[config.mk]
export PLATFORM = sky130hd
export DESIGN_NAME = scm_divider
export DESIGN_NICKNAME = d
export VERILOG_FILES = /design/src/hw/rtl/scm_pkg.sv /design/src/hw/rtl/scm_divider.sv
export SDC_FILE = /design/constraint.sdc
export NUM_CORES = 2
export LEC_CHECK = 0
export BUFFER_PORTS_ARGS = -buffer_cell sky130_fd_sc_hd__buf_2
export CAP_MARGIN = 15
export CORE_MARGIN = 2
export CORE_UTILIZATION = 50
export CTS_CLUSTER_DIAMETER = 50
export CTS_CLUSTER_SIZE = 24
export DETAILED_ROUTE_END_ITERATION = 7
export PLACE_DENSITY = 0.66
export SLEW_MARGIN = 5
export SYNTH_ARGS = -nofsm -noshare
export SYNTH_HDL_FRONTEND = slang
export SYNTH_SLANG_ARGS = --single-unit
[constraint.sdc]
create_clock -name clock -period 5.3 [get_ports clock]
set_clock_uncertainty 0.2 [all_clocks]
set_input_delay 0.265 -clock clock [delete_from_list [all_inputs] [get_ports clock]]
set_output_delay 0.265 -clock clock [all_outputs]
set_load 0.03 [all_outputs]
[src/hw/rtl/scm_pkg.sv]
package scm_pkg;

   // Fixed widths of the point fields and the result channels
   localparam int ValueWidth  = 32;
   localparam int ChanWidth   = 8;
   localparam int ColourWidth = 3 * ChanWidth;
   localparam int AddrWidth   = 5;
   localparam int DataWidth   = 32;
   localparam int ModeWidth   = 3;
   localparam int IndexWidth  = 3;

   // Colour source select codes
   localparam logic [ModeWidth-1:0] MODE_FLAT      = 3'd0;
   localparam logic [ModeWidth-1:0] MODE_INTENSITY = 3'd1;
   localparam logic [ModeWidth-1:0] MODE_RANGE     = 3'd2;
   localparam logic [ModeWidth-1:0] MODE_X         = 3'd3;
   localparam logic [ModeWidth-1:0] MODE_Y         = 3'd4;
   localparam logic [ModeWidth-1:0] MODE_Z         = 3'd5;

   // Register indexes (byte address is 4 * index)
   localparam logic [IndexWidth-1:0] REG_COLOUR_MODE    = 3'd0;
   localparam logic [IndexWidth-1:0] REG_LOW_BOUND      = 3'd1;
   localparam logic [IndexWidth-1:0] REG_HIGH_BOUND     = 3'd2;
   localparam logic [IndexWidth-1:0] REG_RAINBOW_ENABLE = 3'd3;
   localparam logic [IndexWidth-1:0] REG_LOW_COLOUR     = 3'd4;
   localparam logic [IndexWidth-1:0] REG_HIGH_COLOUR    = 3'd5;

   // Full-scale channel value of the hue wheel
   localparam logic [ChanWidth-1:0] Chroma = 8'd254;

   // floor(254 * f / 60) for f = 0 .. 60; the top entries are unused
   localparam logic [ChanWidth-1:0] RiseTable [64] = '{
      8'd0,   8'd4,   8'd8,   8'd12,  8'd16,  8'd21,  8'd25,  8'd29,
      8'd33,  8'd38,  8'd42,  8'd46,  8'd50,  8'd55,  8'd59,  8'd63,
      8'd67,  8'd71,  8'd76,  8'd80,  8'd84,  8'd88,  8'd93,  8'd97,
      8'd101, 8'd105, 8'd110, 8'd114, 8'd118, 8'd122, 8'd127, 8'd131,
      8'd135, 8'd139, 8'd143, 8'd148, 8'd152, 8'd156, 8'd160, 8'd165,
      8'd169, 8'd173, 8'd177, 8'd182, 8'd186, 8'd190, 8'd194, 8'd198,
      8'd203, 8'd207, 8'd211, 8'd215, 8'd220, 8'd224, 8'd228, 8'd232,
      8'd237, 8'd241, 8'd245, 8'd249, 8'd254, 8'd0,   8'd0,   8'd0
   };

   // Configuration as seen by the datapath
   typedef struct packed {
      logic [ModeWidth-1:0]          colour_mode;
      logic signed [ValueWidth-1:0]  low_bound;
      logic signed [ValueWidth-1:0]  high_bound;
      logic                          rainbow_enable;
      logic [ColourWidth-1:0]        low_colour;
      logic [ColourWidth-1:0]        high_colour;
      logic [ValueWidth-1:0]         divisor;
   } cfg_type;

   // Control bits that travel with each word
   typedef struct packed {
      logic valid;
      logic flat;
      logic use_div;
   } ctl_type;

   // Hue in degrees (0 .. 255) to packed RGB, full saturation, lightness 127
   function automatic logic [ColourWidth-1:0] hue_to_rgb(input logic [ChanWidth-1:0] h);
      logic [ChanWidth-1:0] f;
      logic [ChanWidth-1:0] down_idx;
      logic [ChanWidth-1:0] up;
      logic [ChanWidth-1:0] down;
      logic [ColourWidth-1:0] rgb;
      if (h < 8'd60) begin
         f = h;
      end else if (h < 8'd120) begin
         f = h - 8'd60;
      end else if (h < 8'd180) begin
         f = h - 8'd120;
      end else if (h < 8'd240) begin
         f = h - 8'd180;
      end else begin
         f = h - 8'd240;
      end
      down_idx = 8'd60 - f;
      up       = RiseTable[f[5:0]];
      down     = RiseTable[down_idx[5:0]];
      if (h < 8'd60) begin
         rgb = {Chroma, up, 8'd0};
      end else if (h < 8'd120) begin
         rgb = {down, Chroma, 8'd0};
      end else if (h < 8'd180) begin
         rgb = {8'd0, Chroma, up};
      end else if (h < 8'd240) begin
         rgb = {8'd0, down, Chroma};
      end else begin
         rgb = {up, 8'd0, Chroma};
      end
      return rgb;
   endfunction

endpackage

[src/hw/rtl/scm_divider.sv]
module scm_divider
   import scm_pkg::*;
#(
   parameter int FRACTION_BITS = 16
) (
   input  logic                     clock,
   input  logic                     reset,
   input  logic                     advance,
   input  logic [ValueWidth-1:0]    divisor,
   input  ctl_type                  ctl_in,
   input  logic [ValueWidth-1:0]    rem_in,
   input  logic [FRACTION_BITS:0]   t_in,
   output ctl_type                  ctl_out,
   output logic [FRACTION_BITS-1:0] q_out,
   output logic [FRACTION_BITS:0]   t_out
);

   localparam int F  = FRACTION_BITS;
   localparam int TW = FRACTION_BITS + 1;

   // One quotient bit per stage, restoring form, MSB first
   ctl_type               ctl_ff [F];
   logic [ValueWidth-1:0] rem_ff [F];
   logic [F-1:0]          q_ff   [F];
   logic [TW-1:0]         t_ff   [F];

   ctl_type               ctl_src [F];
   logic [ValueWidth-1:0] rem_src [F];
   logic [F-1:0]          q_src   [F];
   logic [TW-1:0]         t_src   [F];

   for (genvar i = 0; i < F; i++) begin : g_stage
      logic [ValueWidth:0]   shifted;
      logic                  fits;
      logic [ValueWidth:0]   diff;
      logic [ValueWidth-1:0] rem_in_s;
      logic [F-1:0]          q_in_s;

      if (i == 0) begin : g_first
         assign ctl_src[i] = ctl_in;
         assign rem_src[i] = rem_in;
         assign q_src[i]   = '0;
         assign t_src[i]   = t_in;
      end else begin : g_next
         assign ctl_src[i] = ctl_ff[i-1];
         assign rem_src[i] = rem_ff[i-1];
         assign q_src[i]   = q_ff[i-1];
         assign t_src[i]   = t_ff[i-1];
      end

      // Shift, trial subtract, keep the difference if it fits
      assign shifted  = {rem_src[i], 1'b0};
      assign diff     = shifted - {1'b0, divisor};
      assign fits     = shifted >= {1'b0, divisor};
      assign rem_in_s = fits ? diff[ValueWidth-1:0] : shifted[ValueWidth-1:0];
      assign q_in_s   = {q_src[i][F-2:0], fits};

      always_ff @(posedge clock) begin
         if (reset) begin
            ctl_ff[i] <= '0;
         end else if (advance) begin
            ctl_ff[i] <= ctl_src[i];
         end
      end

      always_ff @(posedge clock) begin
         if (advance) begin
            rem_ff[i] <= rem_in_s;
            q_ff[i]   <= q_in_s;
            t_ff[i]   <= t_src[i];
         end
      end
   end

   assign ctl_out = ctl_ff[F-1];
   assign q_out   = q_ff[F-1];
   assign t_out   = t_ff[F-1];

endmodule

==> impl_metrics.py <==
metrics = {
    "worst_setup_path": {
        "cp.required_ns": 5.55,
        "worstPathMaxFanout": 33,
        "crit_path_cell_trace": "ha_1 -> a21o_1 -> a21o_1 -> a21oi_1 -> o21ai_0 -> a21oi_1 -> o21ai_1 -> a211oi_1 -> nor2_1 -> o21ai_0 -> and3_1 -> buf_4 -> mux2_2",
        "crit_slowest_cell": "edfxtp_1",
        "critical_path_depth": 13,
        "r2r_cells": 13,
        "cp-end-kind": "flop",
        "path_delay_family": "compound AO/OA/AOI/OAI gates",
        "cp_num_buf_inv": 1,
        "path_class": "reg -> reg",
        "cp_slowest_stage_delay_ns": 0.44,
        "startpoint_type": "flop",
        "worstPathArrival_ns": 4.62,
    },
    "place": {
        "io_buffers": 122,
        "gp_congestion": 0.947,
        "hpwl_mm": 116,
    },
    "routing": {
        "antenna_left": 0,
        "drc_errors": 0,
        "vias": 43200,
        "dr.pass1.iters": 5,
        "viasPerCell": 5.92,
        "wire_per_inst_um": 21.8,
        "routed_wl_mm": 159,
        "drtIter0Drc": 3678,
    },
    "synth": {
        "synth.distinct_cells": 91,
        "synth_top_cells_by_area": "edfxtp_1 (48%), ha_1 (11%), a21oi_1 (4.3%), xnor2_1 (3.8%), mux2_2 (3.7%)",
        "yosysSeqAreaShare_pct": 47.6,
        "yosys_warnings": 0,
        "syn_area_um2": 59000,
        "netlist_instances": 5445,
        "synth_flop_cell": "edfxtp_1",
        "avgSynthCellArea_um2": 10.8,
        "ys_async_sr_fraction_pct": 0,
        "synth_top_area_share_pct": 47.6,
        "synth_edf_count": 936,
        "synth_top_cell_by_area": "edfxtp_1",
        "yosys_register_bits": 936,
        "synth_nets": 6058,
    },
    "grt": {
        "use_met3_pct": 3.62,
        "antenna_found_initial": 8,
        "grt_pass1_vias": 41700,
        "grt.busiest_layer": "met2",
        "grt_max_degree": 170,
        "use_met1_pct": 32.5,
        "gr-total-overflow": 0,
        "grt_pass1_wl_mm": 241,
        "track_usage_pct": 25.9,
        "grtUsageMet2_pct": 44.2,
    },
    "final_layout": {
        "area_delta_synth_final_pct": 12.8,
        "layout.nets": 6274,
        "drive_above_1_share_pct": 12.1,
    },
    "clock_tree": {
        "clockRootBuffer": "clkbuf_16",
        "tritoncts": "built",
        "post_cts_resized": 0,
        "hold_buffers": 58,
        "ctsHtreeMaxLevel": 3,
        "worstSkewPairLatency_ns": 0.74,
        "cts.sinks": 936,
        "path_clk_slew_ns": 0.08,
        "cts_setup_buffers": 0,
        "clk_path_buf_depth": 3,
        "cts_made_buffers": 113,
    },
    "sta": {
        "fin_hold_ws_ns": 0.0468,
        "relSlewSlack_pct": 28.0,
        "rsz0062_at_grt": "no",
        "worst_slew_pin_slew_ns": 1.08,
        "drv_slew": 0,
        "setup_viol": 0,
        "final.setup.tns_ns": 0,
        "hold_viol_final": 0,
        "post-route-period-util_pct": 82.4,
        "finalCriticalPeriod_ns": 4.37,
        "timing.fmax_ghz": 0.229,
    },
    "pwr": {
        "p_int_w": 0.0248,
        "p_switching_w": 0.0167,
        "peakVddDrop_mv": 0.448,
        "power_frac_seq_pct": 31.9,
        "sw_frac_of_total_pct": 40.2,
        "p_leak_nw": 26.4,
        "clkPwrFrac_pct": 20.1,
        "power_density_nw_per_um2": 624,
        "combPwrFrac_pct": 48.0,
        "p_total_w": 0.0416,
    },
    "hold_path": {
        "hp-class": "in -> reg",
        "hold_path_depth": 2,
    },
    "die": {
        "initial_utilization_pct": 50.2,
        "core_region_area_um2": 118000,
        "pin_count": 123,
        "dieArea_um2": 121000,
        "die_y_um": 348,
        "die_w_um": 348,
        "rows": 126,
    },
    "outcome": {
        "outcome": "complete, no violations",
    },
    "run": {
        "maxCapViolations": 0,
    },
}
==> registers in the layout (all words and copies together) (netlist names) <==
register  cells
rem_ff      480
t_ff        272
q_ff        136
ctl_ff       48
==> layer usage <==
layer | vias up | wire (µm) | share of wire [%]
met5 | - | 0 | 0
met4 | 0 | 8570 | 5.4
met3 | 388 | 8450 | 5.3
met2 | 1232 | 76300 | 48
met1 | 20700 | 65600 | 41
li1 | 21000 | - | -
==> kinds of logic after synthesis <==
family,after synthesis,share of synthesized area [%]
XOR/XNOR,412,6.11
adder cells (fa/ha/maj),526,11.3
buffers and inverters,362,2.67
AND/OR/NAND/NOR,1368,11.1
AO/OA/AOI/OAI,1633,17.2
flip-flops,936,47.6
multiplexers,208,3.97
==> cell usage in the layout, fill, tap and decap left out, drive strengths merged, types with 90 or more instances in the layout <==
cell type	netlist	routed
xnor2	258	258
inv	181	224
nand2	423	423
nand3	90	90
nor2	342	342
clkbuf	112	116
mux2	196	196
buf	69	224
o21ai	430	430
edfxtp	936	936
xor2	154	154
a21o	249	249
a21oi	508	508
ha	511	511
==> power by group through the flow <==
stage / combinational (W) / sequential [W] / clock (W)
6_report: 0.0200 / 0.0132 / 0.00836
5_1_grt: 0.0221 / 0.0134 / 0.00884
4_1_cts: 0.0198 / 0.0132 / 0.00858
3_3_place_gp: 0.0193 / 0.0134 / 0
2_1_floorplan: 0.0155 / 0.0123 / 0
3_5_place_dp: 0.0196 / 0.0134 / 0
==> Yosys cell counts (26+ instances only) <==
master	number
edfxtp_1	936
ha_1	511
a21oi_1	504
nand2_1	423
o21ai_0	407
nor2_1	342
xnor2_1	258
a21o_1	249
mux2_2	192
inv_1	179
xor2_1	154
clkbuf_1	112
nand3_1	89
nand4_1	89
nor2b_1	81
and2_1	77
nand2b_1	73
o21a_1	67
o21bai_1	65
nor3_1	62
a31oi_1	55
and3_1	38
o31ai_1	35
buf_4	32
a211oi_1	31
buf_2	28
o211ai_1	26
==> area by class of cell <==
type	count	area (µm²)
multi-input combinational	4147	29400
inverter	181	679
tap	1536	1920
clock buffer	116	2880
sequential	936	28100
clock inverter	98	1350
timing repair buffer	282	2230
fill	10000	51000
antenna	2	5.00
==> path summary, 6_finish.rpt <==
kind | endpoint | slack [ns] | start
worst max register to register | rem_ff[0][98]$_DFFE_PP_ | 0.93 | rem_ff[0][76]$_DFFE_PP_
worst min-delay path | t_ff[0][6]$_DFFE_PP_ | 0.05 | t_in[6]
worst max-delay path | rem_ff[0][98]$_DFFE_PP_ | 0.93 | rem_ff[0][76]$_DFFE_PP_
worst min register to register | t_ff[1][63]$_DFFE_PP_ | 0.17 | t_ff[1][46]$_DFFE_PP_
==> stage by stage <==
step | std cells | util [%] | worst slack, ns | area [µm²]
global placement | 7023 | 52.5 | 0.588 | 61700
finish | 7298 | 56.6 | 0.931 | 66600
CTS | 7295 | 56.6 | 0.980 | 66500
detailed placement | 7023 | 52.5 | 0.541 | 61700
global route | 7296 | 56.6 | 0.675 | 66600
floorplan | 5445 | - | 1.44 | 59000
No activity file was read; power rests on OpenSTA's default activity.
