**src/hw/rtl/scm_pkg.sv**
```systemverilog
package scm_pkg;

   // Fixed widths of the point fields and the result channels
   localparam int ValueWidth  = 32;
   localparam int ChanWidth   = 8;
   localparam int ColourWidth = 3 * ChanWidth;
   localparam int AddrWidth   = 5;
   localparam int DataWidth   = 32;
   localparam int ModeWidth   = 3;
   localparam int IndexWidth  = 3;

   // Colour source select codes
   localparam logic [ModeWidth-1:0] MODE_FLAT      = 3'd0;
   localparam logic [ModeWidth-1:0] MODE_INTENSITY = 3'd1;
   localparam logic [ModeWidth-1:0] MODE_RANGE     = 3'd2;
   localparam logic [ModeWidth-1:0] MODE_X         = 3'd3;
   localparam logic [ModeWidth-1:0] MODE_Y         = 3'd4;
   localparam logic [ModeWidth-1:0] MODE_Z         = 3'd5;

   // Register indexes (byte address is 4 * index)
   localparam logic [IndexWidth-1:0] REG_COLOUR_MODE    = 3'd0;
   localparam logic [IndexWidth-1:0] REG_LOW_BOUND      = 3'd1;
   localparam logic [IndexWidth-1:0] REG_HIGH_BOUND     = 3'd2;
   localparam logic [IndexWidth-1:0] REG_RAINBOW_ENABLE = 3'd3;
   localparam logic [IndexWidth-1:0] REG_LOW_COLOUR     = 3'd4;
   localparam logic [IndexWidth-1:0] REG_HIGH_COLOUR    = 3'd5;

   // Full-scale channel value of the hue wheel
   localparam logic [ChanWidth-1:0] Chroma = 8'd254;

   // floor(254 * f / 60) for f = 0 .. 60; the top entries are unused
   localparam logic [ChanWidth-1:0] RiseTable [64] = '{
      8'd0,   8'd4,   8'd8,   8'd12,  8'd16,  8'd21,  8'd25,  8'd29,
      8'd33,  8'd38,  8'd42,  8'd46,  8'd50,  8'd55,  8'd59,  8'd63,
      8'd67,  8'd71,  8'd76,  8'd80,  8'd84,  8'd88,  8'd93,  8'd97,
      8'd101, 8'd105, 8'd110, 8'd114, 8'd118, 8'd122, 8'd127, 8'd131,
      8'd135, 8'd139, 8'd143, 8'd148, 8'd152, 8'd156, 8'd160, 8'd165,
      8'd169, 8'd173, 8'd177, 8'd182, 8'd186, 8'd190, 8'd194, 8'd198,
      8'd203, 8'd207, 8'd211, 8'd215, 8'd220, 8'd224, 8'd228, 8'd232,
      8'd237, 8'd241, 8'd245, 8'd249, 8'd254, 8'd0,   8'd0,   8'd0
   };

   // Configuration as seen by the datapath
   typedef struct packed {
      logic [ModeWidth-1:0]          colour_mode;
      logic signed [ValueWidth-1:0]  low_bound;
      logic signed [ValueWidth-1:0]  high_bound;
      logic                          rainbow_enable;
      logic [ColourWidth-1:0]        low_colour;
      logic [ColourWidth-1:0]        high_colour;
      logic [ValueWidth-1:0]         divisor;
   } cfg_type;

   // Control bits that travel with each word
   typedef struct packed {
      logic valid;
      logic flat;
      logic use_div;
   } ctl_type;

   // Hue in degrees (0 .. 255) to packed RGB, full saturation, lightness 127
   function automatic logic [ColourWidth-1:0] hue_to_rgb(input logic [ChanWidth-1:0] h);
      logic [ChanWidth-1:0] f;
      logic [ChanWidth-1:0] down_idx;
      logic [ChanWidth-1:0] up;
      logic [ChanWidth-1:0] down;
      logic [ColourWidth-1:0] rgb;
      if (h < 8'd60) begin
         f = h;
      end else if (h < 8'd120) begin
         f = h - 8'd60;
      end else if (h < 8'd180) begin
         f = h - 8'd120;
      end else if (h < 8'd240) begin
         f = h - 8'd180;
      end else begin
         f = h - 8'd240;
      end
      down_idx = 8'd60 - f;
      up       = RiseTable[f[5:0]];
      down     = RiseTable[down_idx[5:0]];
      if (h < 8'd60) begin
         rgb = {Chroma, up, 8'd0};
      end else if (h < 8'd120) begin
         rgb = {down, Chroma, 8'd0};
      end else if (h < 8'd180) begin
         rgb = {8'd0, Chroma, up};
      end else if (h < 8'd240) begin
         rgb = {8'd0, down, Chroma};
      end else begin
         rgb = {up, 8'd0, Chroma};
      end
      return rgb;
   endfunction

endpackage

```
**src/hw/rtl/scm_colour.sv**
```systemverilog
module scm_colour
   import scm_pkg::*;
#(
   parameter int FRACTION_BITS = 16
) (
   input  logic                     clock,
   input  logic                     reset,
   input  logic                     advance,
   input  cfg_type                  cfg,
   input  ctl_type                  ctl_in,
   input  logic [FRACTION_BITS-1:0] q_in,
   input  logic [FRACTION_BITS:0]   t_in,
   output logic                     rsp_valid,
   output logic [ChanWidth-1:0]     rsp_red,
   output logic [ChanWidth-1:0]     rsp_green,
   output logic [ChanWidth-1:0]     rsp_blue
);

   localparam int F  = FRACTION_BITS;
   localparam int TW = FRACTION_BITS + 1;
   localparam int PW = TW + ChanWidth;

   // Stage A: final t, hue angle and blend products
   logic [TW-1:0]  t;
   logic [TW-1:0]  t_rest;
   logic [PW-1:0]  t_scaled;
   logic [PW-1:0]  hi_prod_in [3];
   logic [PW-1:0]  lo_prod_in [3];
   logic [PW-1:0]  hi_prod_ff [3];
   logic [PW-1:0]  lo_prod_ff [3];
   logic [ChanWidth-1:0] hue_ff;
   logic                 a_valid_ff;
   logic                 a_flat_ff;

   assign t        = ctl_in.use_div ? {1'b0, q_in} : t_in;
   assign t_rest   = (TW'(1) << F) - t;
   assign t_scaled = {t, {ChanWidth{1'b0}}} - PW'(t);

   for (genvar c = 0; c < 3; c++) begin : g_chan
      localparam int Lsb = ChanWidth * (2 - c);
      assign hi_prod_in[c] = PW'(t) * PW'(cfg.high_colour[Lsb +: ChanWidth]);
      assign lo_prod_in[c] = PW'(t_rest) * PW'(cfg.low_colour[Lsb +: ChanWidth]);
   end

   always_ff @(posedge clock) begin
      if (reset) begin
         a_valid_ff <= 1'b0;
      end else if (advance) begin
         a_valid_ff <= ctl_in.valid;
      end
   end

   always_ff @(posedge clock) begin
      if (advance) begin
         a_flat_ff  <= ctl_in.flat;
         hue_ff     <= t_scaled[F+ChanWidth-1:F];
         hi_prod_ff <= hi_prod_in;
         lo_prod_ff <= lo_prod_in;
      end
   end

   // Stage B: sum the blend, look up the hue, pick the colour
   logic [ColourWidth-1:0] blend_rgb;
   logic [ColourWidth-1:0] out_rgb_in;
   logic [ColourWidth-1:0] out_rgb_ff;
   logic                   out_valid_ff;

   for (genvar c = 0; c < 3; c++) begin : g_sum
      localparam int Lsb = ChanWidth * (2 - c);
      logic [PW-1:0] total;
      assign total = hi_prod_ff[c] + lo_prod_ff[c];
      assign blend_rgb[Lsb +: ChanWidth] = total[F+ChanWidth-1:F];
   end

   always_comb begin
      if (a_flat_ff) begin
         out_rgb_in = cfg.low_colour;
      end else if (cfg.rainbow_enable) begin
         out_rgb_in = hue_to_rgb(hue_ff);
      end else begin
         out_rgb_in = blend_rgb;
      end
   end

   // Output register: hold while the receiver stalls
   always_ff @(posedge clock) begin
      if (reset) begin
         out_valid_ff <= 1'b0;
      end else if (advance) begin
         out_valid_ff <= a_valid_ff;
      end
   end

   always_ff @(posedge clock) begin
      if (advance) begin
         out_rgb_ff <= out_rgb_in;
      end
   end

   assign rsp_valid = out_valid_ff;
   assign rsp_red   = out_rgb_ff[2*ChanWidth +: ChanWidth];
   assign rsp_green = out_rgb_ff[ChanWidth +: ChanWidth];
   assign rsp_blue  = out_rgb_ff[0 +: ChanWidth];

endmodule

```
**config.mk**
```make
export PLATFORM = sky130hd
export DESIGN_NAME = scm_colour
export DESIGN_NICKNAME = d
export VERILOG_FILES = /design/src/hw/rtl/scm_pkg.sv /design/src/hw/rtl/scm_colour.sv
export SDC_FILE = /design/constraint.sdc
export NUM_CORES = 2
export LEC_CHECK = 0
export ABC_CLOCK_PERIOD_IN_PS = 10100
export BUFFER_PORTS_ARGS = -buffer_cell sky130_fd_sc_hd__buf_2
export CAP_MARGIN = 20
export CORE_AREA = 10 10 288 290
export CTS_BUF_LIST = sky130_fd_sc_hd__clkbuf_8 sky130_fd_sc_hd__clkbuf_16
export DETAILED_ROUTE_END_ITERATION = 16
export DIE_AREA = 0 0 298 300
export GPL_ROUTABILITY_DRIVEN = 0
export PLACE_DENSITY_LB_ADDON = 0.05
export SETUP_SLACK_MARGIN = 0.4
export SLEW_MARGIN = 10
export SYNTH_ARGS = -nofsm -noshare
export SYNTH_HDL_FRONTEND = slang
export SYNTH_SLANG_ARGS = --single-unit
```
**constraint.sdc**
```tcl
create_clock -name clock -period 10.1 [get_ports clock]
set_input_delay 1.515 -clock clock [delete_from_list [all_inputs] [get_ports clock]]
set_output_delay 1.515 -clock clock [all_outputs]
set_load 0.05 [all_outputs]
```
==> key figures <==
Drt
  – DRC: 0
  – Via Count: 25,964
  – Drt total wl: 97,500 um
  – Iter 0 DRT Violations: 1,503
  – First-pass DRT Iterations: 6
  – Antenna viol nets, final: 0
  – Routed wire per std cell: 20.4 um
  – Via/cell ratio: 5.43

Global route
  – Gr ovfl total: 0
  – Largest net degree at the start of global routing: 111
  – Global-route wire length before repair: 157,000 um
  – Vias in the first global route: 27,970
  – Antenna violations before repair: 6
  – Total global-route track usage: 22.3%

Status
  – Outcome: complete, no violations

STA
  – Unrepaired setup endpoints after global routing: false
  – Max Clock Skew: 13.0 ps
  – Max Clk Rate: 0.114 GHz
  – Period utilization: 87.1%
  – Slew @ Worst Pin: 1120 ps
  – # setup viols final: 0
  – Max_slew headroom: 25.1%
  – Slew Limit Fails: 0
  – Final Critical Period: 8800 ps
  – Final hold viol count: 0
  – Setup TNS: 0 ps

Critical path
  – CP Capture Point: lo_prod_ff[47]
  – Crit Path Category: input pin to register
  – Origin of the critical flop-to-flop path: hue_ff[3]
  – R2r endpoint: out_rgb_ff[20]
  – Critical path endpoint category: register
  – Required time of the critical path: 10,340 ps
  – CP arrival: 9030 ps
  – Setup crit start kind: input pin
  – Worst-path fanout max: 17
  – Crit path launch: ctl_in[0]
  – R2R cell count: 14
  – Worst reg-to-reg setup slack: 5160 ps

Placed design
  – Dpl hpwl: 76,800 um
  – Placed Area: 36,200 um^2
  – IO buf count: 112

Clock tree
  – Clock-pin slew on the worst setup and hold paths: 80 ps
  – Hold_buf cts: 0
  – CTS Buffer Depth: 2
  – Setup Buffers After CTS: 0
  – TritonCTS clock tree: yes
  – Htree depth: 4
  – Post-CTS sizing: 0
  – Clock sinks: 179
  – Inserted Clock Buffers: 17
  – Root Buffer: clkbuf_16
  – Clock Latency Late Sink: 490 ps

Die
  – Cell row count: 102
  – Die Height: 300 um
  – Die width: 298 um
  – Core area: 77,100 um^2
  – Initial Util: 44.8%
  – I/O pin cnt: 212
  – Die ar.: 89,400 um^2

Finish
  – Nets: 4,798
  – Post-Layout Inst Area: 36,800 um^2
  – Area growth, synth to finish: 6.61%
  – Ant diodes: 0
  – Fillers: 7,402
  – Fraction of layout cells with a size suffix above 1: 6.85%

Yosys
  – Post-synth ARST share: 0%
  – Post-Syn Nets: 4,775
  – Synth Cell Area: 34,500 um^2
  – Post-synthesis register bit count: 179
  – Mapped Cells: 3,703
  – EDFF count, synth: 177
  – Syn_area_per_cell: 9.32 um^2
  – Register area share after synthesis: 15.5%
  – Synth Flop Type: edfxtp_1
  – Synth cell types: 94
  – Syn. warnings: 0

Power
  – Leakage: 17.0 nW
  – Power after layout: 0.0107 W
  – Max IR drop VDD: 0.262 mV
  – Pwr dens: 291 nW/um^2

Run
  – Total of max-cap violations: 0

Worst hold path
  – Worst Hold Class: register to register
-- per-layer routing --
metal  track usage, %  routed length, um  up-vias
met3             2.61               4360      150
li1                 -                  -    11903
met5                0                  8        -
met1             28.0              41400    13247
met2             39.4              48700      662
met4             7.50               3160        2
-- synth_stat cells (all sizes together), types with 6 or more instances --
cell	instances	share of area (%)
and2	329	6.0
nor4	10	0.30
and3	12	0.22
a21o	35	0.76
nand3	47	0.68
buf	21	0.30
fa	534	31
xnor2	159	4.1
a21oi	137	2.0
ha	351	13
o31ai	7	0.15
a31oi	18	0.36
mux2i	18	0.52
a211oi	23	0.54
o21ai	96	1.4
nor2	215	2.4
o221ai	6	0.17
nand4	7	0.13
mux2	17	0.57
o2111ai	9	0.23
edfxtp	177	15
nand2	372	4.1
xor2	31	0.79
o41ai	8	0.20
nand2b	28	0.51
o21a	19	0.41
nor2b	132	2.4
nor3	42	0.66
o21bai	16	0.35
inv	567	6.2
or3	13	0.24
a311oi	8	0.20
o211ai	13	0.28
clkbuf	134	1.5
-- kinds of logic after synthesis --
family	Yosys count	share of synthesized area (%)
AOI/OAI and AO/OA	462	8.90
xor gates and xnor gates	190	4.89
adders and majority gates	885	43.7
buffers and inverters	725	7.98
DFF	179	15.5
muxes	35	1.09
and+or+nand+nor	1227	17.9
-- sequential cells by signal, summed over array words and instances (netlist names) --
signal,count
a_valid_ff,1
hue_ff,8
a_flat_ff,1
hi_prod_ff,72
lo_prod_ff,72
out_rgb_ff,24
rsp_valid,1
-- worst max-delay path, stage by stage --
cell      delay, ps
buf_2           420
mux2i_1         660
inv_1           340
nor4_2          360
nand2_1         120
nor3_1          270
nand2_1         200
xnor2_2         560
buf_4           310
nor2b_1          90
fa_1            510
fa_1            510
fa_1            500
inv_1            60
fa_1            480
inv_1            40
ha_1            340
and3_1          200
a31o_2          250
o211ai_1        420
or2_2           210
nand3_1          90
a31o_2          250
a21oi_1         210
xnor2_1          90
-- worst min path at each step --
stage,from,end,slack (ps),depth (start not counted)
3_5_place_dp,rsp_valid,rsp_valid,490,2
4_1_cts,rsp_valid,rsp_valid,510,2
3_3_place_gp,rsp_valid,rsp_valid,470,2
6_report,rsp_valid,rsp_valid,510,2
2_1_floorplan,a_valid_ff,a_valid_ff,460,2
5_1_grt,rsp_valid,rsp_valid,540,2
-- placed cells by master (no fill, tap or decap), types with 17 or more instances in the layout --
cell / instances
nor3_1: 40
inv_1: 566
nor2_1: 213
mux2i_1: 17
a21oi_1: 136
nand2b_1: 28
edfxtp_1: 177
buf_4: 46
xor2_1: 31
clkbuf_16: 17
o21a_1: 19
and2_1: 328
nand3_1: 47
nor2b_1: 131
a21o_1: 35
fa_1: 534
xnor2_1: 147
a211oi_1: 20
o21ai_0: 88
buf_2: 111
ha_1: 351
nand2_1: 371
-- through the flow --
step / std cells / utilization, % / setup slack (ps) / hold WS, ps
after floorplan: 3703 / - / 1980 / 460
after detailed placement: 4747 / 47.0 / 864 / 487
final: 4779 / 47.7 / 1300 / 505
after CTS: 4779 / 47.7 / 1370 / 508
after global routing: 4779 / 47.7 / 925 / 540
after global placement: 4746 / 47.0 / 963 / 468
-- power breakdown --
part	internal [W]	leakage [nW]	switching, W
logic	0.00342	15.0	0.00489
registers	0.00153	1.75	0.000175
clock network	0.000346	0.284	0.000332
total	0.00530	17.0	0.00540
-- layout make-up --
type / count / area [um^2] / area share [%]
clock inverter: 15 / 149 / 0.405
sequential: 179 / 5360 / 14.6
tap: 1040 / 1300 / 3.54
multi-input combinational: 2799 / 26500 / 72.0
clock buffer: 17 / 425 / 1.16
timing repair buffer: 159 / 942 / 2.56
inverter: 570 / 2140 / 5.82
No activity file was read; power rests on OpenSTA's default activity.
