--- src/hw/rtl/scm_pkg.sv ---
package scm_pkg;

   // Fixed widths of the point fields and the result channels
   localparam int ValueWidth  = 32;
   localparam int ChanWidth   = 8;
   localparam int ColourWidth = 3 * ChanWidth;
   localparam int AddrWidth   = 5;
   localparam int DataWidth   = 32;
   localparam int ModeWidth   = 3;
   localparam int IndexWidth  = 3;

   // Colour source select codes
   localparam logic [ModeWidth-1:0] MODE_FLAT      = 3'd0;
   localparam logic [ModeWidth-1:0] MODE_INTENSITY = 3'd1;
   localparam logic [ModeWidth-1:0] MODE_RANGE     = 3'd2;
   localparam logic [ModeWidth-1:0] MODE_X         = 3'd3;
   localparam logic [ModeWidth-1:0] MODE_Y         = 3'd4;
   localparam logic [ModeWidth-1:0] MODE_Z         = 3'd5;

   // Register indexes (byte address is 4 * index)
   localparam logic [IndexWidth-1:0] REG_COLOUR_MODE    = 3'd0;
   localparam logic [IndexWidth-1:0] REG_LOW_BOUND      = 3'd1;
   localparam logic [IndexWidth-1:0] REG_HIGH_BOUND     = 3'd2;
   localparam logic [IndexWidth-1:0] REG_RAINBOW_ENABLE = 3'd3;
   localparam logic [IndexWidth-1:0] REG_LOW_COLOUR     = 3'd4;
   localparam logic [IndexWidth-1:0] REG_HIGH_COLOUR    = 3'd5;

   // Full-scale channel value of the hue wheel
   localparam logic [ChanWidth-1:0] Chroma = 8'd254;

   // floor(254 * f / 60) for f = 0 .. 60; the top entries are unused
   localparam logic [ChanWidth-1:0] RiseTable [64] = '{
      8'd0,   8'd4,   8'd8,   8'd12,  8'd16,  8'd21,  8'd25,  8'd29,
      8'd33,  8'd38,  8'd42,  8'd46,  8'd50,  8'd55,  8'd59,  8'd63,
      8'd67,  8'd71,  8'd76,  8'd80,  8'd84,  8'd88,  8'd93,  8'd97,
      8'd101, 8'd105, 8'd110, 8'd114, 8'd118, 8'd122, 8'd127, 8'd131,
      8'd135, 8'd139, 8'd143, 8'd148, 8'd152, 8'd156, 8'd160, 8'd165,
      8'd169, 8'd173, 8'd177, 8'd182, 8'd186, 8'd190, 8'd194, 8'd198,
      8'd203, 8'd207, 8'd211, 8'd215, 8'd220, 8'd224, 8'd228, 8'd232,
      8'd237, 8'd241, 8'd245, 8'd249, 8'd254, 8'd0,   8'd0,   8'd0
   };

   // Configuration as seen by the datapath
   typedef struct packed {
      logic [ModeWidth-1:0]          colour_mode;
      logic signed [ValueWidth-1:0]  low_bound;
      logic signed [ValueWidth-1:0]  high_bound;
      logic                          rainbow_enable;
      logic [ColourWidth-1:0]        low_colour;
      logic [ColourWidth-1:0]        high_colour;
      logic [ValueWidth-1:0]         divisor;
   } cfg_type;

   // Control bits that travel with each word
   typedef struct packed {
      logic valid;
      logic flat;
      logic use_div;
   } ctl_type;

   // Hue in degrees (0 .. 255) to packed RGB, full saturation, lightness 127
   function automatic logic [ColourWidth-1:0] hue_to_rgb(input logic [ChanWidth-1:0] h);
      logic [ChanWidth-1:0] f;
      logic [ChanWidth-1:0] down_idx;
      logic [ChanWidth-1:0] up;
      logic [ChanWidth-1:0] down;
      logic [ColourWidth-1:0] rgb;
      if (h < 8'd60) begin
         f = h;
      end else if (h < 8'd120) begin
         f = h - 8'd60;
      end else if (h < 8'd180) begin
         f = h - 8'd120;
      end else if (h < 8'd240) begin
         f = h - 8'd180;
      end else begin
         f = h - 8'd240;
      end
      down_idx = 8'd60 - f;
      up       = RiseTable[f[5:0]];
      down     = RiseTable[down_idx[5:0]];
      if (h < 8'd60) begin
         rgb = {Chroma, up, 8'd0};
      end else if (h < 8'd120) begin
         rgb = {down, Chroma, 8'd0};
      end else if (h < 8'd180) begin
         rgb = {8'd0, Chroma, up};
      end else if (h < 8'd240) begin
         rgb = {8'd0, down, Chroma};
      end else begin
         rgb = {up, 8'd0, Chroma};
      end
      return rgb;
   endfunction

endpackage

--- src/hw/rtl/scm_front.sv ---
module scm_front
   import scm_pkg::*;
#(
   parameter int FRACTION_BITS = 16
) (
   input  logic                         clock,
   input  logic                         reset,
   input  logic                         advance,
   input  cfg_type                      cfg,
   input  logic                         req_valid,
   input  logic signed [ValueWidth-1:0] req_range_value,
   input  logic signed [ValueWidth-1:0] req_intensity_value,
   input  logic signed [ValueWidth-1:0] req_x_value,
   input  logic signed [ValueWidth-1:0] req_y_value,
   input  logic signed [ValueWidth-1:0] req_z_value,
   input  logic                         req_intensity_present,
   output ctl_type                      ctl_out,
   output logic [ValueWidth-1:0]        rem_out,
   output logic [FRACTION_BITS:0]       t_out
);

   localparam int TW = FRACTION_BITS + 1;
   localparam logic signed [ValueWidth-1:0] OneValue = ValueWidth'(1) << FRACTION_BITS;

   // Stage 1: capture the point
   logic                         s1_valid_ff;
   logic signed [ValueWidth-1:0] s1_range_ff;
   logic signed [ValueWidth-1:0] s1_intensity_ff;
   logic signed [ValueWidth-1:0] s1_x_ff;
   logic signed [ValueWidth-1:0] s1_y_ff;
   logic signed [ValueWidth-1:0] s1_z_ff;
   logic                         s1_present_ff;

   always_ff @(posedge clock) begin
      if (reset) begin
         s1_valid_ff <= 1'b0;
      end else if (advance) begin
         s1_valid_ff <= req_valid;
      end
   end

   always_ff @(posedge clock) begin
      if (advance) begin
         s1_range_ff     <= req_range_value;
         s1_intensity_ff <= req_intensity_value;
         s1_x_ff         <= req_x_value;
         s1_y_ff         <= req_y_value;
         s1_z_ff         <= req_z_value;
         s1_present_ff   <= req_intensity_present;
      end
   end

   // Stage 2: pick the value to colour by
   logic                         s2_valid_ff;
   logic                         s2_flat_ff;
   logic signed [ValueWidth-1:0] s2_value_ff;
   logic                         s2_flat_in;
   logic signed [ValueWidth-1:0] s2_value_in;

   always_comb begin
      s2_flat_in  = 1'b0;
      s2_value_in = '0;
      case (cfg.colour_mode)
         MODE_INTENSITY: begin
            s2_value_in = s1_intensity_ff;
            s2_flat_in  = ~s1_present_ff;
         end
         MODE_RANGE: s2_value_in = s1_range_ff;
         MODE_X:     s2_value_in = s1_x_ff;
         MODE_Y:     s2_value_in = s1_y_ff;
         MODE_Z:     s2_value_in = s1_z_ff;
         default:    s2_flat_in  = 1'b1;
      endcase
   end

   always_ff @(posedge clock) begin
      if (reset) begin
         s2_valid_ff <= 1'b0;
      end else if (advance) begin
         s2_valid_ff <= s1_valid_ff;
      end
   end

   always_ff @(posedge clock) begin
      if (advance) begin
         s2_flat_ff  <= s2_flat_in;
         s2_value_ff <= s2_value_in;
      end
   end

   // Stage 3: offset from the low bound and clamp decisions
   logic signed [ValueWidth:0] offset;
   logic                       bounds_ok;
   logic                       at_low;
   logic                       at_high;
   ctl_type                    s3_ctl_ff;
   ctl_type                    s3_ctl_in;
   logic [ValueWidth-1:0]      s3_rem_ff;
   logic [TW-1:0]              s3_t_ff;
   logic [TW-1:0]              s3_t_in;

   assign offset    = {s2_value_ff[ValueWidth-1], s2_value_ff}
                    - {cfg.low_bound[ValueWidth-1], cfg.low_bound};
   assign bounds_ok = cfg.high_bound > cfg.low_bound;
   assign at_low    = bounds_ok ? (s2_value_ff <= cfg.low_bound) : (s2_value_ff <= 0);
   assign at_high   = bounds_ok ? (s2_value_ff >= cfg.high_bound) : (s2_value_ff >= OneValue);

   always_comb begin
      s3_ctl_in.valid   = s2_valid_ff;
      s3_ctl_in.flat    = s2_flat_ff;
      s3_ctl_in.use_div = bounds_ok & ~at_low & ~at_high;
      if (at_low) begin
         s3_t_in = '0;
      end else if (at_high) begin
         s3_t_in = TW'(1) << FRACTION_BITS;
      end else begin
         s3_t_in = s2_value_ff[TW-1:0];
      end
   end

   always_ff @(posedge clock) begin
      if (reset) begin
         s3_ctl_ff <= '0;
      end else if (advance) begin
         s3_ctl_ff <= s3_ctl_in;
      end
   end

   always_ff @(posedge clock) begin
      if (advance) begin
         s3_rem_ff <= offset[ValueWidth-1:0];
         s3_t_ff   <= s3_t_in;
      end
   end

   assign ctl_out = s3_ctl_ff;
   assign rem_out = s3_rem_ff;
   assign t_out   = s3_t_ff;

endmodule

--- config.mk ---
export PLATFORM = sky130hd
export DESIGN_NAME = scm_front
export DESIGN_NICKNAME = d
export VERILOG_FILES = /design/src/hw/rtl/scm_pkg.sv /design/src/hw/rtl/scm_front.sv
export SDC_FILE = /design/constraint.sdc
export NUM_CORES = 1
export LEC_CHECK = 0
export BUFFER_PORTS_ARGS = -buffer_cell sky130_fd_sc_hd__buf_2
export CAP_MARGIN = 20
export CORE_UTILIZATION = 50
export DETAILED_ROUTE_END_ITERATION = 16
export PLACE_DENSITY = 0.78
export SLEW_MARGIN = 20
export SYNTH_ARGS = -nofsm -noshare
export SYNTH_HDL_FRONTEND = slang
export SYNTH_SLANG_ARGS = --single-unit
--- constraint.sdc ---
create_clock -name clock -period 5.9 [get_ports clock]
set_input_delay 0.59 -clock clock [delete_from_list [all_inputs] [get_ports clock]]
set_output_delay 0.59 -clock clock [all_outputs]
set_load 0.1 [all_outputs]
==> results.cfg <==
[route]
firstDrtPassIters = 5
drt-initial-drc-count = 481
detail_route.wirelength_um = 27600
vias_per_cell = 5.40
antenna_left = 0
drc_violations = 0
drt-wirelength-per-cell_um = 17.7
total_via_count_in_the_routed_design = 8411

[global_routing]
globalRoute.totalOverflow = 0
grt_util_all_layers_pct = 22.1
grt_max_degree = 128
grt_pass1_wl_um = 41900
grt_pass1_vias = 8341
antenna_violations_before_repair = 5

[logic_synthesis]
number_of_warnings_reported_in_the_yosys_synthesis_log = 0
synthDistinctLibCells = 64
syn_area_sq_um = 12200
postSynthRegisterBits = 248
synth_ff_type = sky130_fd_sc_hd__edfxtp_1
syn-instance-count = 919
ys_async_sr_fraction_pct = 0
synth_sequential_area_ratio_pct = 60.8
avg_cell_area_syn_sq_um = 13.2
syn_nets = 1329
synth-edff-count = 243

[power]
leakage_nw = 6.48
max-vdd-ir-drop_mv = 0.330
power_per_cell_area_nw_per_um2 = 325

[clock_network]
cts_sinks = 248
clock_tree_from_tritoncts = yes
cts_made_buffers = 26
cts.repair_timing.setup_buffer_count = 0
clock_tree.htree_level_count = 1
cts_repair_resize_count = 0
cts-root-buf = sky130_fd_sc_hd__clkbuf_16
cts_hold_buffers = 0
path_clk_slew_ps = 60
ctsLongestPathBuffers = 3
clk_latency_ps = 540

[finish]
synthToLayoutAreaGrowth_pct = 22.1
layout.cells.most_common = sky130_fd_sc_hd__buf_2
nets = 1623
final_layout_size_suffix_gt1_share_pct = 29.7
finish.cell_count_without_fillers = 1557
nFillCells = 1847
fin_area_sq_um = 14900
final_cell_mix = sky130_fd_sc_hd__buf_2 (282), sky130_fd_sc_hd__edfxtp_1 (243), sky130_fd_sc_hd__ha_1 (96), sky130_fd_sc_hd__inv_1 (77), sky130_fd_sc_hd__nand2_1 (61)

[critical_path]
timing.reg2reg.setup_slack_ps = 2610
regToRegEndpoint = t_out[3]
crit_path_max_fanout = 16
cp.required_ps = 6310
setup_crit_start_kind = register
arrival_ps = 3700
worstReg2RegStart = s2_value_ff[13]
ff2ff_path_depth = 9
path_class = reg -> reg
cp-end-kind = register
timing.critical_path.to = t_out[3]
critical_path.startpoint = s2_value_ff[13]

[floorplanning]
initial_core_util_pct = 51.4
top_level_ports = 365
dieArea_sq_um = 25000
die_wd_um = 158
die_height_um = 158
core-area_sq_um = 23700
rows = 56

[placement]
placedInstanceArea_sq_um = 14000
place.detailed.instances = 1504
dp.final_hpwl_um = 21000
buffer_ports.inserted = 283
gp_congestion = 0.924

[hold_path]
worst_hold_path_type = in -> reg

[timing]
portion_of_the_clock_cycle_consumed_by_the_worst_path_in_the_final_layout_pct = 55.7
final_hold_viol_count = 0
finClkSkew_ps = 14.4
max_clock_freq_ghz = 0.304
maxSlewHeadroom_pct = 37.9
tightestPinTransition_ps = 932
timing.setup.tns_ps = 0
grt_setup_unrepaired = no
period_needed_ps = 3290
finalSetupViolCount = 0
slew_violations = 0

[outcome]
status = completed

[job]
max-cap-violations = 0
registers in the layout (all words and copies together) (netlist names):
signal,count
t_out,17
s1_valid_ff,1
s1_x_ff,32
s1_present_ff,1
s1_range_ff,32
s1_y_ff,32
rem_out,32
s2_value_ff,32
s1_z_ff,32
s2_valid_ff,1
s1_intensity_ff,32
s2_flat_ff,1
ctl_out,3
synthesized netlist by cell type, types with 3 or more instances:
master / count / area, sq um
sky130_fd_sc_hd__a211oi_1: 4 / 30.0
sky130_fd_sc_hd__a21o_1: 25 / 188
sky130_fd_sc_hd__a21oi_1: 52 / 260
sky130_fd_sc_hd__a221o_1: 33 / 330
sky130_fd_sc_hd__a31oi_1: 5 / 31.3
sky130_fd_sc_hd__and2_2: 6 / 45.0
sky130_fd_sc_hd__and2_4: 10 / 87.6
sky130_fd_sc_hd__and3_1: 3 / 18.8
sky130_fd_sc_hd__and3_2: 3 / 22.5
sky130_fd_sc_hd__and4_1: 3 / 26.3
sky130_fd_sc_hd__clkbuf_1: 18 / 67.6
sky130_fd_sc_hd__dfxtp_1: 5 / 100
sky130_fd_sc_hd__edfxtp_1: 243 / 7300
sky130_fd_sc_hd__ha_1: 96 / 1200
sky130_fd_sc_hd__inv_1: 77 / 289
sky130_fd_sc_hd__mux2i_1: 37 / 370
sky130_fd_sc_hd__nand2_1: 61 / 229
sky130_fd_sc_hd__nand2b_1: 6 / 37.5
sky130_fd_sc_hd__nand3_1: 12 / 60.1
sky130_fd_sc_hd__nand4_1: 17 / 106
sky130_fd_sc_hd__nor2_1: 27 / 101
sky130_fd_sc_hd__nor2b_1: 6 / 37.5
sky130_fd_sc_hd__nor3_1: 9 / 45.0
sky130_fd_sc_hd__nor3b_1: 4 / 30.0
sky130_fd_sc_hd__nor4_1: 9 / 56.3
sky130_fd_sc_hd__o211ai_1: 7 / 52.6
sky130_fd_sc_hd__o21a_1: 12 / 90.1
sky130_fd_sc_hd__o21ai_0: 47 / 235
sky130_fd_sc_hd__o21ai_1: 4 / 20.0
sky130_fd_sc_hd__o21ai_2: 3 / 26.3
sky130_fd_sc_hd__o21bai_1: 5 / 37.5
sky130_fd_sc_hd__o41ai_1: 3 / 26.3
sky130_fd_sc_hd__xnor2_1: 17 / 149
sky130_fd_sc_hd__xor2_1: 9 / 78.8
critical path, cell delays in order (launching register included):
cell and delay (ps):
sky130_fd_sc_hd__edfxtp_1 500, sky130_fd_sc_hd__ha_1 340, sky130_fd_sc_hd__a21o_1 180, sky130_fd_sc_hd__a21o_1 170, sky130_fd_sc_hd__a221o_1 340, sky130_fd_sc_hd__o41ai_1 630
sky130_fd_sc_hd__a31oi_1 280, sky130_fd_sc_hd__nand3b_1 240, sky130_fd_sc_hd__o21ai_2 250, sky130_fd_sc_hd__and2_2 240
metal layers:
layer  GRT usage (%)  routed length [um]  up-vias
met4            10.1                 974        2
met1            28.2               11900     3912
met5               0                  12        -
met2            36.7               13100      313
li1                -                   -     4121
met3            4.11                1690       63
where the power goes:
part	leakage, nW	switching, mW	internal, mW	total [mW]
Clock	0.436	0.656	1.01	1.66
Sequential	2.44	0.0612	2.13	2.19
Combinational	3.60	0.679	0.300	0.979
final cells by class:
cell class,instances,area (sq um),area share (%)
Tap cell,319,399,2.69
Inverter,77,289,1.94
Antenna cell,6,15.0,0.101
Clock buffer,37,742,4.99
Sequential cell,248,7400,49.8
Timing Repair Buffer,289,1470,9.90
Clock inverter,10,151,1.02
Multi-Input combinational cell,571,4400,29.6
cells by family after synthesis:
| kind of cell | count (synthesis) | synth area share [%] |
|---|---|---|
| multiplexers | 38 | 3.16 |
| adder cells (fa/ha/maj) | 97 | 10.0 |
| AND/OR/NAND/NOR | 188 | 8.24 |
| XOR/XNOR | 26 | 1.87 |
| flip-flops | 248 | 60.8 |
| buffers and inverters | 100 | 3.22 |
| AO/OA/AOI/OAI | 222 | 12.7 |
how the worst min path moves through the flow:
| stage | from | end | slack, ps | cells after the start |
|---|---|---|---|---|
| finish | req_z_value[20] | s1_z_ff[20] | 220 | 1 |
| global route | req_y_value[6] | s1_y_ff[6] | 200 | 1 |
| detailed placement | ctl_out[2] | ctl_out[2] | 480 | 2 |
| CTS | req_z_value[24] | s1_z_ff[24] | 200 | 1 |
| floorplan | s2_flat_ff | ctl_out[1] | 460 | 2 |
| global placement | ctl_out[2] | ctl_out[2] | 470 | 2 |
stage by stage:
stage	worst slack (ps)	hold WS (ps)	util [%]	total power [mW]
5_1_grt	2560	202	62.7	5.02
6_report	2610	220	62.7	4.83
3_5_place_dp	2380	483	58.9	3.20
3_3_place_gp	2390	471	58.9	3.18
2_1_floorplan	3020	456	-	2.93
4_1_cts	2590	203	62.7	4.87
Note: power is estimated with default switching activity, not from simulation.
